===== src/design/sha1sh_pkg.sv =====
// ----------------------------------------------------------------------------
// SHA-1 stream hasher package
// Shared types, round constants and the round function.
// ----------------------------------------------------------------------------
package sha1sh_pkg;

   localparam int unsigned ROUNDS  = 80;
   localparam int unsigned ROUND_W = 7;

   typedef logic [31:0]      word_type;
   typedef logic [4:0][31:0] chain_type;   // [0] is word A / digest word 0

   localparam chain_type H_INIT = {32'hC3D2E1F0, 32'h10325476, 32'h98BADCFE,
                                   32'hEFCDAB89, 32'h67452301};

   localparam word_type K_0 = 32'h5A827999;
   localparam word_type K_1 = 32'h6ED9EBA1;
   localparam word_type K_2 = 32'h8F1BBCDC;
   localparam word_type K_3 = 32'hCA62C1D6;

   localparam logic [7:0] PAD_BYTE = 8'h80;

   // control from the sequencer to the schedule window
   typedef struct packed {
      logic       push;     // pack one byte
      logic [7:0] data;
      logic       step;     // advance one round
      logic       expand;   // round 16 and up: compute a new schedule word
   } sched_ctrl_type;

   function automatic word_type round_f(logic [ROUND_W-1:0] idx, word_type b,
                                        word_type c, word_type d);
      word_type f;
      if (idx < ROUND_W'(20)) begin
         f = d ^ (b & (c ^ d));
      end else if (idx < ROUND_W'(40)) begin
         f = b ^ c ^ d;
      end else if (idx < ROUND_W'(60)) begin
         f = (b & c) | (d & (b | c));
      end else begin
         f = b ^ c ^ d;
      end
      return f;
   endfunction

   function automatic word_type round_k(logic [ROUND_W-1:0] idx);
      word_type k;
      if (idx < ROUND_W'(20)) begin
         k = K_0;
      end else if (idx < ROUND_W'(40)) begin
         k = K_1;
      end else if (idx < ROUND_W'(60)) begin
         k = K_2;
      end else begin
         k = K_3;
      end
      return k;
   endfunction

endpackage


===== src/design/sha1sh_sched.sv =====
// ----------------------------------------------------------------------------
// SHA-1 message schedule window
// Packs bytes big-endian into words and holds the 16-word window as a shift
// line; during compression it recirculates or expands one word per round.
// ----------------------------------------------------------------------------
module sha1sh_sched (
   input  logic                     clock,
   input  logic                     reset,
   input  sha1sh_pkg::sched_ctrl_type ctrl,
   output sha1sh_pkg::word_type     w
);

   sha1sh_pkg::word_type window_ff [0:15];
   sha1sh_pkg::word_type window_in [0:15];
   logic [23:0]          acc_ff, acc_in;
   logic [1:0]           cnt_ff, cnt_in;
   sha1sh_pkg::word_type mix;

   // window holds W[i-16..i-1] at taps 0..15
   assign mix = window_ff[13] ^ window_ff[8] ^ window_ff[2] ^ window_ff[0];
   assign w   = ctrl.expand ? {mix[30:0], mix[31]} : window_ff[0];

   always_comb begin
      window_in = window_ff;
      acc_in    = acc_ff;
      cnt_in    = cnt_ff;
      if (ctrl.push) begin
         acc_in = {acc_ff[15:0], ctrl.data};
         cnt_in = cnt_ff + 2'd1;
         if (cnt_ff == 2'd3) begin
            for (int i = 0; i < 15; i++) begin
               window_in[i] = window_ff[i+1];
            end
            window_in[15] = {acc_ff, ctrl.data};
         end
      end else if (ctrl.step) begin
         for (int i = 0; i < 15; i++) begin
            window_in[i] = window_ff[i+1];
         end
         window_in[15] = w;
      end
   end

   always_ff @(posedge clock) begin
      window_ff <= window_in;
      acc_ff    <= acc_in;
      if (reset) begin
         cnt_ff <= 2'd0;
      end else begin
         cnt_ff <= cnt_in;
      end
   end

endmodule


===== src/design/sha1sh_rounds.sv =====
// ----------------------------------------------------------------------------
// SHA-1 round unit
// Working words A..E and the one shared round datapath, stepped once per cycle while step is high.
// ----------------------------------------------------------------------------
module sha1sh_rounds (
   input  logic                                   clock,
   input  logic                                   load,
   input  logic                                   step,
   input  logic [sha1sh_pkg::ROUND_W-1:0]         round_idx,
   input  sha1sh_pkg::word_type                   w,
   input  sha1sh_pkg::chain_type                  chain,
   output sha1sh_pkg::chain_type                  work
);

   sha1sh_pkg::chain_type work_ff, work_in;
   sha1sh_pkg::word_type  a, b, c, d, e, t;

   assign a = work_ff[0];
   assign b = work_ff[1];
   assign c = work_ff[2];
   assign d = work_ff[3];
   assign e = work_ff[4];

   assign t = {a[26:0], a[31:27]} + sha1sh_pkg::round_f(round_idx, b, c, d) + e
            + sha1sh_pkg::round_k(round_idx) + w;

   always_comb begin
      work_in = work_ff;
      if (load) begin
         work_in = chain;
      end else if (step) begin
         work_in[0] = t;
         work_in[1] = a;
         work_in[2] = {b[1:0], b[31:2]};
         work_in[3] = c;
         work_in[4] = d;
      end
   end

   always_ff @(posedge clock) begin
      work_ff <= work_in;
   end

   assign work = work_ff;

endmodule


===== src/design/sha1_stream_hasher_top.sv =====
// ----------------------------------------------------------------------------
// SHA-1 stream hasher
// Byte stream in, five 32-bit digest words out per message.
// Flow: one byte beat per cycle while idle; the 64th byte of a block starts
// a compression of 80 rounds on the single round unit plus a chaining add,
// and no input is taken until it ends. End of message: one padding/length byte
// per cycle (up to 72) plus one or two compressions, then 5 result beats.
// Reset (synchronous): chaining words to the SHA-1 IV, counters to zero.
// ----------------------------------------------------------------------------
module sha1_stream_hasher_top (
   input  logic        clock,
   input  logic        reset,
   input  logic        req_tvalid,
   output logic        req_tready,
   input  logic [7:0]  req_tdata,   // [7:0] data_byte
   input  logic        req_tuser,   // [0] has_byte
   input  logic        req_tlast,   // end_of_message
   output logic        rsp_tvalid,
   input  logic        rsp_tready,
   output logic [31:0] rsp_tdata,   // [31:0] digest_word
   output logic [2:0]  rsp_tuser,   // [2:0] word_index
   output logic        rsp_tlast    // last_word
);

   typedef enum logic [2:0] {
      S_IDLE, S_COMP, S_ADD, S_PAD, S_LEN, S_OUT
   } state_type;

   localparam int unsigned RW = sha1sh_pkg::ROUND_W;

   state_type                 state_ff, state_in;
   sha1sh_pkg::chain_type     chain_ff, chain_in;
   logic [5:0]                fill_ff, fill_in;
   logic [60:0]               count_ff, count_in;
   logic [63:0]               len_ff, len_in;
   logic [RW-1:0]             round_ff, round_in;
   logic [2:0]                idx_ff, idx_in;
   logic                      finishing_ff, finishing_in;
   logic                      pad_first_ff, pad_first_in;
   logic                      len_phase_ff, len_phase_in;

   logic                      req_beat, rsp_beat, load;
   logic [60:0]               count_plus;
   sha1sh_pkg::sched_ctrl_type sched_ctrl;
   sha1sh_pkg::word_type      w;
   sha1sh_pkg::chain_type     work;

   assign req_tready = (state_ff == S_IDLE);
   assign req_beat   = req_tvalid && req_tready;
   assign rsp_tvalid = (state_ff == S_OUT);
   assign rsp_beat   = rsp_tvalid && rsp_tready;
   assign rsp_tdata  = chain_ff[0];
   assign rsp_tuser  = idx_ff;
   assign rsp_tlast  = (idx_ff == 3'd4);
   assign count_plus = count_ff + 61'(req_tuser);

   always_comb begin
      state_in     = state_ff;
      chain_in     = chain_ff;
      fill_in      = fill_ff;
      count_in     = count_ff;
      len_in       = len_ff;
      round_in     = round_ff;
      idx_in       = idx_ff;
      finishing_in = finishing_ff;
      pad_first_in = pad_first_ff;
      len_phase_in = len_phase_ff;
      load         = 1'b0;
      sched_ctrl   = '0;

      case (state_ff)
         S_IDLE: begin
            sched_ctrl.data = req_tdata;
            if (req_beat) begin
               if (req_tuser) begin
                  sched_ctrl.push = 1'b1;
                  fill_in         = fill_ff + 6'd1;
                  count_in        = count_plus;
               end
               if (req_tlast) begin
                  finishing_in = 1'b1;
                  pad_first_in = 1'b1;
                  len_in       = {count_plus, 3'b000};
                  count_in     = '0;
                  state_in     = S_PAD;
               end
               // a full block takes priority; padding resumes after it
               if (req_tuser && fill_ff == 6'd63) begin
                  load     = 1'b1;
                  round_in = '0;
                  state_in = S_COMP;
               end
            end
         end
         S_COMP: begin
            sched_ctrl.step   = 1'b1;
            sched_ctrl.expand = (round_ff >= RW'(16));
            round_in          = round_ff + RW'(1);
            if (round_ff == RW'(sha1sh_pkg::ROUNDS - 1)) begin
               state_in = S_ADD;
            end
         end
         S_ADD: begin
            for (int i = 0; i < 5; i++) begin
               chain_in[i] = chain_ff[i] + work[i];
            end
            if (!finishing_ff) begin
               state_in = S_IDLE;
            end else if (len_phase_ff) begin
               state_in = S_OUT;
            end else begin
               state_in = S_PAD;
            end
         end
         S_PAD: begin
            sched_ctrl.push = 1'b1;
            sched_ctrl.data = pad_first_ff ? sha1sh_pkg::PAD_BYTE : 8'h00;
            pad_first_in    = 1'b0;
            fill_in         = fill_ff + 6'd1;
            if (fill_ff == 6'd63) begin
               load     = 1'b1;
               round_in = '0;
               state_in = S_COMP;
            end else if (fill_ff == 6'd55) begin
               len_phase_in = 1'b1;
               state_in     = S_LEN;
            end
         end
         S_LEN: begin
            sched_ctrl.push = 1'b1;
            sched_ctrl.data = len_ff[63:56];
            len_in          = {len_ff[55:0], 8'h00};
            fill_in         = fill_ff + 6'd1;
            if (fill_ff == 6'd63) begin
               load     = 1'b1;
               round_in = '0;
               state_in = S_COMP;
            end
         end
         S_OUT: begin
            if (rsp_beat) begin
               // shift digest out word by word, refilling with the IV
               for (int i = 0; i < 4; i++) begin
                  chain_in[i] = chain_ff[i+1];
               end
               chain_in[4] = sha1sh_pkg::H_INIT[idx_ff];
               idx_in      = idx_ff + 3'd1;
               if (idx_ff == 3'd4) begin
                  idx_in       = 3'd0;
                  finishing_in = 1'b0;
                  len_phase_in = 1'b0;
                  state_in     = S_IDLE;
               end
            end
         end
         default: begin
            state_in = S_IDLE;
         end
      endcase
   end

   always_ff @(posedge clock) begin
      len_ff   <= len_in;
      round_ff <= round_in;
      if (reset) begin
         state_ff     <= S_IDLE;
         chain_ff     <= sha1sh_pkg::H_INIT;
         fill_ff      <= 6'd0;
         count_ff     <= '0;
         idx_ff       <= 3'd0;
         finishing_ff <= 1'b0;
         pad_first_ff <= 1'b0;
         len_phase_ff <= 1'b0;
      end else begin
         state_ff     <= state_in;
         chain_ff     <= chain_in;
         fill_ff      <= fill_in;
         count_ff     <= count_in;
         idx_ff       <= idx_in;
         finishing_ff <= finishing_in;
         pad_first_ff <= pad_first_in;
         len_phase_ff <= len_phase_in;
      end
   end

   sha1sh_sched u_sched (
      .clock (clock),
      .reset (reset),
      .ctrl  (sched_ctrl),
      .w     (w)
   );

   sha1sh_rounds u_rounds (
      .clock     (clock),
      .load      (load),
      .step      (sched_ctrl.step),
      .round_idx (round_ff),
      .w         (w),
      .chain     (chain_ff),
      .work      (work)
   );

endmodule


===== config.mk =====
export PLATFORM = sky130hd
export DESIGN_NAME = sha1_stream_hasher_top
export DESIGN_NICKNAME = d
export VERILOG_FILES = /design/src/design/sha1sh_pkg.sv /design/src/design/sha1sh_sched.sv /design/src/design/sha1sh_rounds.sv /design/src/design/sha1_stream_hasher_top.sv
export SDC_FILE = /design/constraint.sdc
export NUM_CORES = 2
export LEC_CHECK = 0
export BUFFER_PORTS_ARGS = -buffer_cell sky130_fd_sc_hd__clkbuf_2
export CAP_MARGIN = 30
export CORE_MARGIN = 5
export CORE_UTILIZATION = 30
export DETAILED_ROUTE_END_ITERATION = 8
export GPL_ROUTABILITY_DRIVEN = 0
export PLACE_DENSITY = 0.55
export SLEW_MARGIN = 15
export SYNTH_ARGS = -nofsm -noshare
export SYNTH_HDL_FRONTEND = slang
export SYNTH_SLANG_ARGS = --single-unit

===== constraint.sdc =====
create_clock -name clock -period 27.2 [get_ports clock]
set_input_delay 5.44 -clock clock [delete_from_list [all_inputs] [get_ports clock]]
set_output_delay 5.44 -clock clock [all_outputs]
set_load 0.02 [all_outputs]

* Word-level counts from Yosys, hierarchy flattened
Memory sizes are Yosys's and may differ from the RTL's. A register that Yosys moved wholly into a read port is not among the register bits.
Cells that the tools add are included.
** Word-level totals
- Flip-flop bits (word level) :: 1005
- ROM bits :: 256
- Input bits :: 14
- Output and inout bits :: 38
- Memories :: 1
** Memory list
- (name not given) :: words 8, width 32, read ports 1, clocked after memory_dff 1, write ports 0, line sha1_stream_hasher_top.sv:146 : chain_in[4] = sha1sh_pkg::H_INIT[idx_ff];
** Cells by class
- Add/sub/neg operators :: 14
- $lt $le $gt $ge :: 5
- Equal/unequal tests :: 24
- Muxes and demuxes :: 60
- Bitwise gates (word level) :: 12
- Reductions and logical operators :: 26
** Operators with widths (number)
- 2-to-1 mux 512 bit :: 3
- 2-to-1 mux 160 bit :: 3
- one-hot mux 160 bit (2 select lines) :: 1
- adder 32 bit :: 9
- 2-to-1 mux 32 bit :: 7
- bitwise XOR 32 bit :: 7
- 2-to-1 mux 64 bit :: 2
- one-hot mux 64 bit (2 select lines) :: 1
- 2-to-1 mux 61 bit :: 2
- bitwise AND 32 bit :: 3
- bitwise OR 32 bit :: 2
- adder 61 x 1 -> 61 bit :: 1
- 2-to-1 mux 3 bit :: 14
- 2-to-1 mux 31 bit :: 1
- one-hot mux 9 bit (3 select lines) :: 1
- 2-to-1 mux 7 bit :: 3
- one-hot mux 7 bit (3 select lines) :: 1
- one-hot mux 3 bit (6 select lines) :: 1
- nonzero test 2 bit :: 9
- != test 2 x 1 -> 1 bit (second input constant) :: 8
- less-than comparator 7 x 6 -> 1 bit (second input constant) :: 2
- == test 6 bit (second input constant) :: 2
- 2-to-1 mux 6 bit :: 2
- one-hot mux 6 bit (2 select lines) :: 1
- 28 further kinds :: 55

* Longest topological paths before layout
- Depth after elaboration :: 12
- Mapped depth :: 26

* Hierarchy
Synthesis repeated with hierarchy kept, for this count alone.
** Unflattened totals
- Cell total of the unflattened synthesis :: 4676
- Area total of the unflattened synthesis :: 52552.9 um^2
** Modules (own cells, without submodules)
- sha1_stream_hasher_top :: times used 1, cells an instance 2808, area each 22227.6 um^2, seq. area each 6886.6 um^2
- sha1sh_sched :: times used 1, cells an instance 788, area each 17805.8 um^2, seq. area each 16135.5 um^2
- sha1sh_rounds :: times used 1, cells an instance 1080, area each 12519.5 um^2, seq. area each 4804.6 um^2

* Worst setup path before layout
OpenSTA, ideal clock, no wires.
- Path kind :: input to register
- Start :: input req_tuser
- End :: register u_sched.window_ff[0] (netlist bit) (enable)
- Setup time :: 0.901 ns
- Data arrival time :: 17.780 ns
- Setup slack :: 8.520 ns
- Stages on the path :: 6
- Buffers on the path :: 2
- Cell sequence :: a21oi_1 > o21ai_1 > clkbuf_1 > clkbuf_1 > nand2_1 > nand2_1
** RTL lines
- from (decl) :: line sha1_stream_hasher_top.sv:16 : input logic req_tuser,
- to (signal assigned) :: line sha1sh_sched.sv:45 : window_ff <= window_in;
- to (decl) :: line sha1sh_sched.sv:13 : sha1sh_pkg::word_type window_ff [0:15];

* Worst setup path after layout
- Start :: input req_tuser
- End :: register u_rounds.work_ff, in the netlist u_rounds.d[14] (enable)
** On the way
- Longest elaborated chain between the ends :: 5
** Ends and longest elaborated chain
- logical AND 1 bit :: line sha1_stream_hasher_top.sv:88 : if (req_tuser && fill_ff == 6'd63) begin
- 2-to-1 mux 1 bit :: line sha1_stream_hasher_top.sv:88
- 2-to-1 mux 1 bit :: line sha1_stream_hasher_top.sv:74 : if (req_beat) begin
- one-hot mux 1 bit (2 select lines) :: line sha1_stream_hasher_top.sv:71 : case (state_ff)
- nonzero test 2 bit (no line)
- to (signal assigned) :: line sha1sh_rounds.sv:41 : work_ff <= work_in;
- to (decl) :: line sha1sh_rounds.sv:15 : sha1sh_pkg::chain_type work_ff, work_in;
No other way between the ends.
A chain may end at the register's enable or synchronous reset.

==> summary.md <==
Run status
- **run status** finished clean

Min path
- **WHS Endpoint** u_sched.window_ff[217]$_DFFE_PP_
- **hold path startpoint** u_sched.window_ff[185]$_DFFE_PP_
- **classification of the worst-slack hold path** reg -> reg
- **cell depth of the worst hold path** 0

Timing
- **Max Slew Vio Count** 0
- **Slew headroom** 35.1%
- **number of hold violations in the final report** 0
- **highest clock rate** 110 MHz
- **TNS Setup** 0 ps
- **unrepaired setup endpoints after global routing** no
- **clock period minus worst slack** 9080 ps
- **clock skew** 58.6 ps
- **final worst slack** 18120 ps
- **Final period util** 33.4%
- **measured slew at the worst slew-check pin** 973 ps
- **number of endpoints failing setup at the final stage** 0

Route
- **WL final** 142000 microns
- **number of design-rule violations left by the first detailed-router iteration** 3469
- **length of the first detailed-routing pass in iterations** 5
- **via density per instance** 5.11
- **number of remaining DRC errors** 0
- **average wire length per cell after detail routing** 20.3 microns
- **vias after detailed routing** 35600
- **post-detailed-route count of antenna-violating nets** 0

Placed design
- **Port Buf Inserts** 51
- **Placed Instances** 6761
- **pre-CTS WS** 17350 ps
- **placed wire-length estimate** 97100 microns

Yosys
- **most common library cells after synthesis** sky130_fd_sc_hd__edfxtp_1 (764), sky130_fd_sc_hd__nand2_1 (752), sky130_fd_sc_hd__nor2_1 (333)
- **flip-flop cell with the highest count after synthesis** sky130_fd_sc_hd__edfxtp_1
- **Mapped Nets** 5021
- **asr flop ratio synth** 0%
- **biggest area contributors in the synthesized netlist** sky130_fd_sc_hd__edfxtp_1 (45%), sky130_fd_sc_hd__dfxtp_1 (9.5%), sky130_fd_sc_hd__nand2_1 (5.5%)
- **synthesized netlist cell count** 4683
- **number of flops mapped to enable cells by yosys** 764
- **cell area after technology mapping** 51400 sq um
- **most common cell in the synthesized netlist** sky130_fd_sc_hd__edfxtp_1
- **average instance area after synthesis** 11.0 sq um
- **cell type with the highest aggregate area in the netlist** sky130_fd_sc_hd__edfxtp_1
- **part of the Yosys area used for sequential elements** 54.2%
- **Yosys warning total** 0
- **Yosys top cell area share** 44.7%
- **Cell variety after synth** 83
- **number of synthesized register bits** 1008

Worst setup path
- **largest fanout of any net on the critical path** 64
- **kind of critical path** in -> reg
- **minimum setup slack among reg-to-reg paths** 19760 ps
- **Worst R2R Path Depth** 21
- **crit path max-delay cell type** sky130_fd_sc_hd__buf_4
- **CP most frequent cell** sky130_fd_sc_hd__buf_4
- **crit end category** flop
- **Critical R2R Launch** round_ff[2]$_SDFFCE_PN0P_
- **critical path's top delay family** buffers and inverters
- **CP cell instances** clkbuf_2 -> a21oi_1 -> o21ai_4 -> buf_4 -> nand2_4 -> buf_12 -> nand2_4 -> buf_4 -> buf_4
- **critical path's largest stage delay** 870 ps
- **Critical path origin** req_tuser
- **data required time at the worst endpoint** 27510 ps
- **Buffers & Inverters on Critical Path** 5
- **arrival time worst endpoint** 9400 ps
- **critical register-to-register path endpoint** u_rounds.a[28]$_DFFE_PP_
- **Critical Path Source Type** primary input

Global routing
- **pin count of the biggest net entering global routing** 191
- **vias in the first global route** 34200
- **initial antenna violation count** 1
- **sum of overflow across all layers after global routing** 0
- **overall routing resource usage** 15.3%
- **wire length of the first global-routing pass** 214000 microns

Clock tree
- **clock tree from TritonCTS** built
- **H-tree depth reported by CTS** 3
- **post-cts resize count** 0
- **latest clock arrival within the worst-skew pair** 740 ps
- **hold_buf cts** 0
- **Inserted Clock Buffers** 109
- **clock root buffer master** sky130_fd_sc_hd__clkbuf_16
- **Bufs on Longest Clock Path** 3
- **count of buffers added by post-CTS timing repair for setup** 0
- **total number of clock tree sinks** 1008
- **CTS clock-pin slew for the worst setup and hold paths** 60 ps

Floorplan
- **Std-Cell Core Area** 170000 sq um
- **die width** 424 microns
- **num rows** 151
- **Die Footprint** 180000 sq um
- **Initial Util** 30.2%
- **I/O pin total** 52
- **height of the chip** 424 microns

Final layout
- **non-filler instance count after layout** 6971
- **share of post-route cells with drive strength above 1** 7.91%
- **Fillers** 16700
- **total number of nets in the final design** 4992
- **Area Overhead vs Synth** 12.6%

Run
- **max-cap violation count** 0

[cell usage in the layout (no fill, tap or decap), types with 14 or more instances in the layout]
cell type	n
sky130_fd_sc_hd__a211oi_1	49
sky130_fd_sc_hd__a21o_1	106
sky130_fd_sc_hd__a21oi_1	310
sky130_fd_sc_hd__a311oi_1	35
sky130_fd_sc_hd__a31oi_1	21
sky130_fd_sc_hd__and3_1	41
sky130_fd_sc_hd__buf_4	40
sky130_fd_sc_hd__bufinv_16	14
sky130_fd_sc_hd__clkbuf_1	24
sky130_fd_sc_hd__clkbuf_16	111
sky130_fd_sc_hd__clkbuf_2	50
sky130_fd_sc_hd__clkbuf_8	16
sky130_fd_sc_hd__dfxtp_1	244
sky130_fd_sc_hd__edfxtp_1	764
sky130_fd_sc_hd__fa_1	124
sky130_fd_sc_hd__ha_1	200
sky130_fd_sc_hd__inv_1	130
sky130_fd_sc_hd__mux2_2	29
sky130_fd_sc_hd__mux2i_1	45
sky130_fd_sc_hd__nand2_1	747
sky130_fd_sc_hd__nand2b_1	31
sky130_fd_sc_hd__nand3_1	77
sky130_fd_sc_hd__nand3b_1	18
sky130_fd_sc_hd__nand4_1	32
sky130_fd_sc_hd__nor2_1	328
sky130_fd_sc_hd__nor2b_1	31
sky130_fd_sc_hd__nor3_1	73
sky130_fd_sc_hd__o211ai_1	50
sky130_fd_sc_hd__o21a_1	26
sky130_fd_sc_hd__o21ai_0	315
sky130_fd_sc_hd__o21ai_1	15
sky130_fd_sc_hd__o21bai_1	16
sky130_fd_sc_hd__o221a_2	22
sky130_fd_sc_hd__o221ai_1	20
sky130_fd_sc_hd__or3_1	31
sky130_fd_sc_hd__xnor2_1	218
sky130_fd_sc_hd__xor2_1	94
[final cells by class]
| type | instances | area, sq um | area share (%) |
|---|---|---|---|
| antenna | 2 | 5.00 | 0.00866 |
| clock buffer | 151 | 3090 | 5.34 |
| clock inverter | 57 | 822 | 1.42 |
| inverter | 133 | 504 | 0.872 |
| multi-input combinational | 3303 | 22100 | 38.2 |
| sequential | 1008 | 27800 | 48.1 |
| tap | 2218 | 2780 | 4.80 |
| timing repair buffer | 99 | 692 | 1.20 |
[cells by family after synthesis]
group           count (synthesis)  share of synthesized area [%]
simple gates                 1485                           12.7
xor+xnor                      312                           5.32
buf+inv                       372                           3.01
mux                            74                           1.51
flops                        1008                           54.2
compound gates               1108                           13.5
fa+ha+maj                     324                           9.71
[worst max-delay path by stage]
stage	depth (start not counted)	end	slack (ps)
2_1_floorplan	6	u_sched.window_ff[0]$_DFFE_PP_	8520
5_1_grt	9	u_rounds.d[11]$_DFFE_PP_	17920
6_report	9	u_rounds.d[14]$_DFFE_PP_	18120
4_1_cts	9	u_rounds.e[8]$_DFFE_PP_	18080
3_5_place_dp	9	u_rounds.c[23]$_DFFE_PP_	17350
3_3_place_gp	8	u_rounds.c[21]$_DFFE_PP_	17160
[layer usage]
metal  GRT usage, %  part of all wire [%]
met1           20.9                    45
met5              0                     0
met3           2.32                   5.4
met4           4.82                   2.8
met2           25.1                    47
[worst register-to-register path, delay by kind of cell, from the launching register on]
family	cells	cell delay [ps]
adders and majority gates	4	1900
buffers and inverters	3	1160
and+or+nand+nor	3	650
AOI/OAI and AO/OA	11	3020
DFF	1	460
[flip-flops by register name, indices dropped and copies added (netlist names), 61 cells and up, named ones only]
name / count
len_ff: 61
count_ff: 61
chain_ff: 128
u_sched.window_ff: 512
[per-stage QoR]
stage                     utilization [%]  hold WS (ps)  instance area [sq um]
after global routing                 34.0           393                  57800
after floorplan                         -           400                  51400
after detailed placement             31.7           405                  53900
final                                34.0           387                  57800
after CTS                            34.0           382                  57800
after global placement               31.7           400                  53800
Power is left out: the tool's default activity adds up to more than one toggle a clock period on the data nets, which glitch-free logic cannot reach.
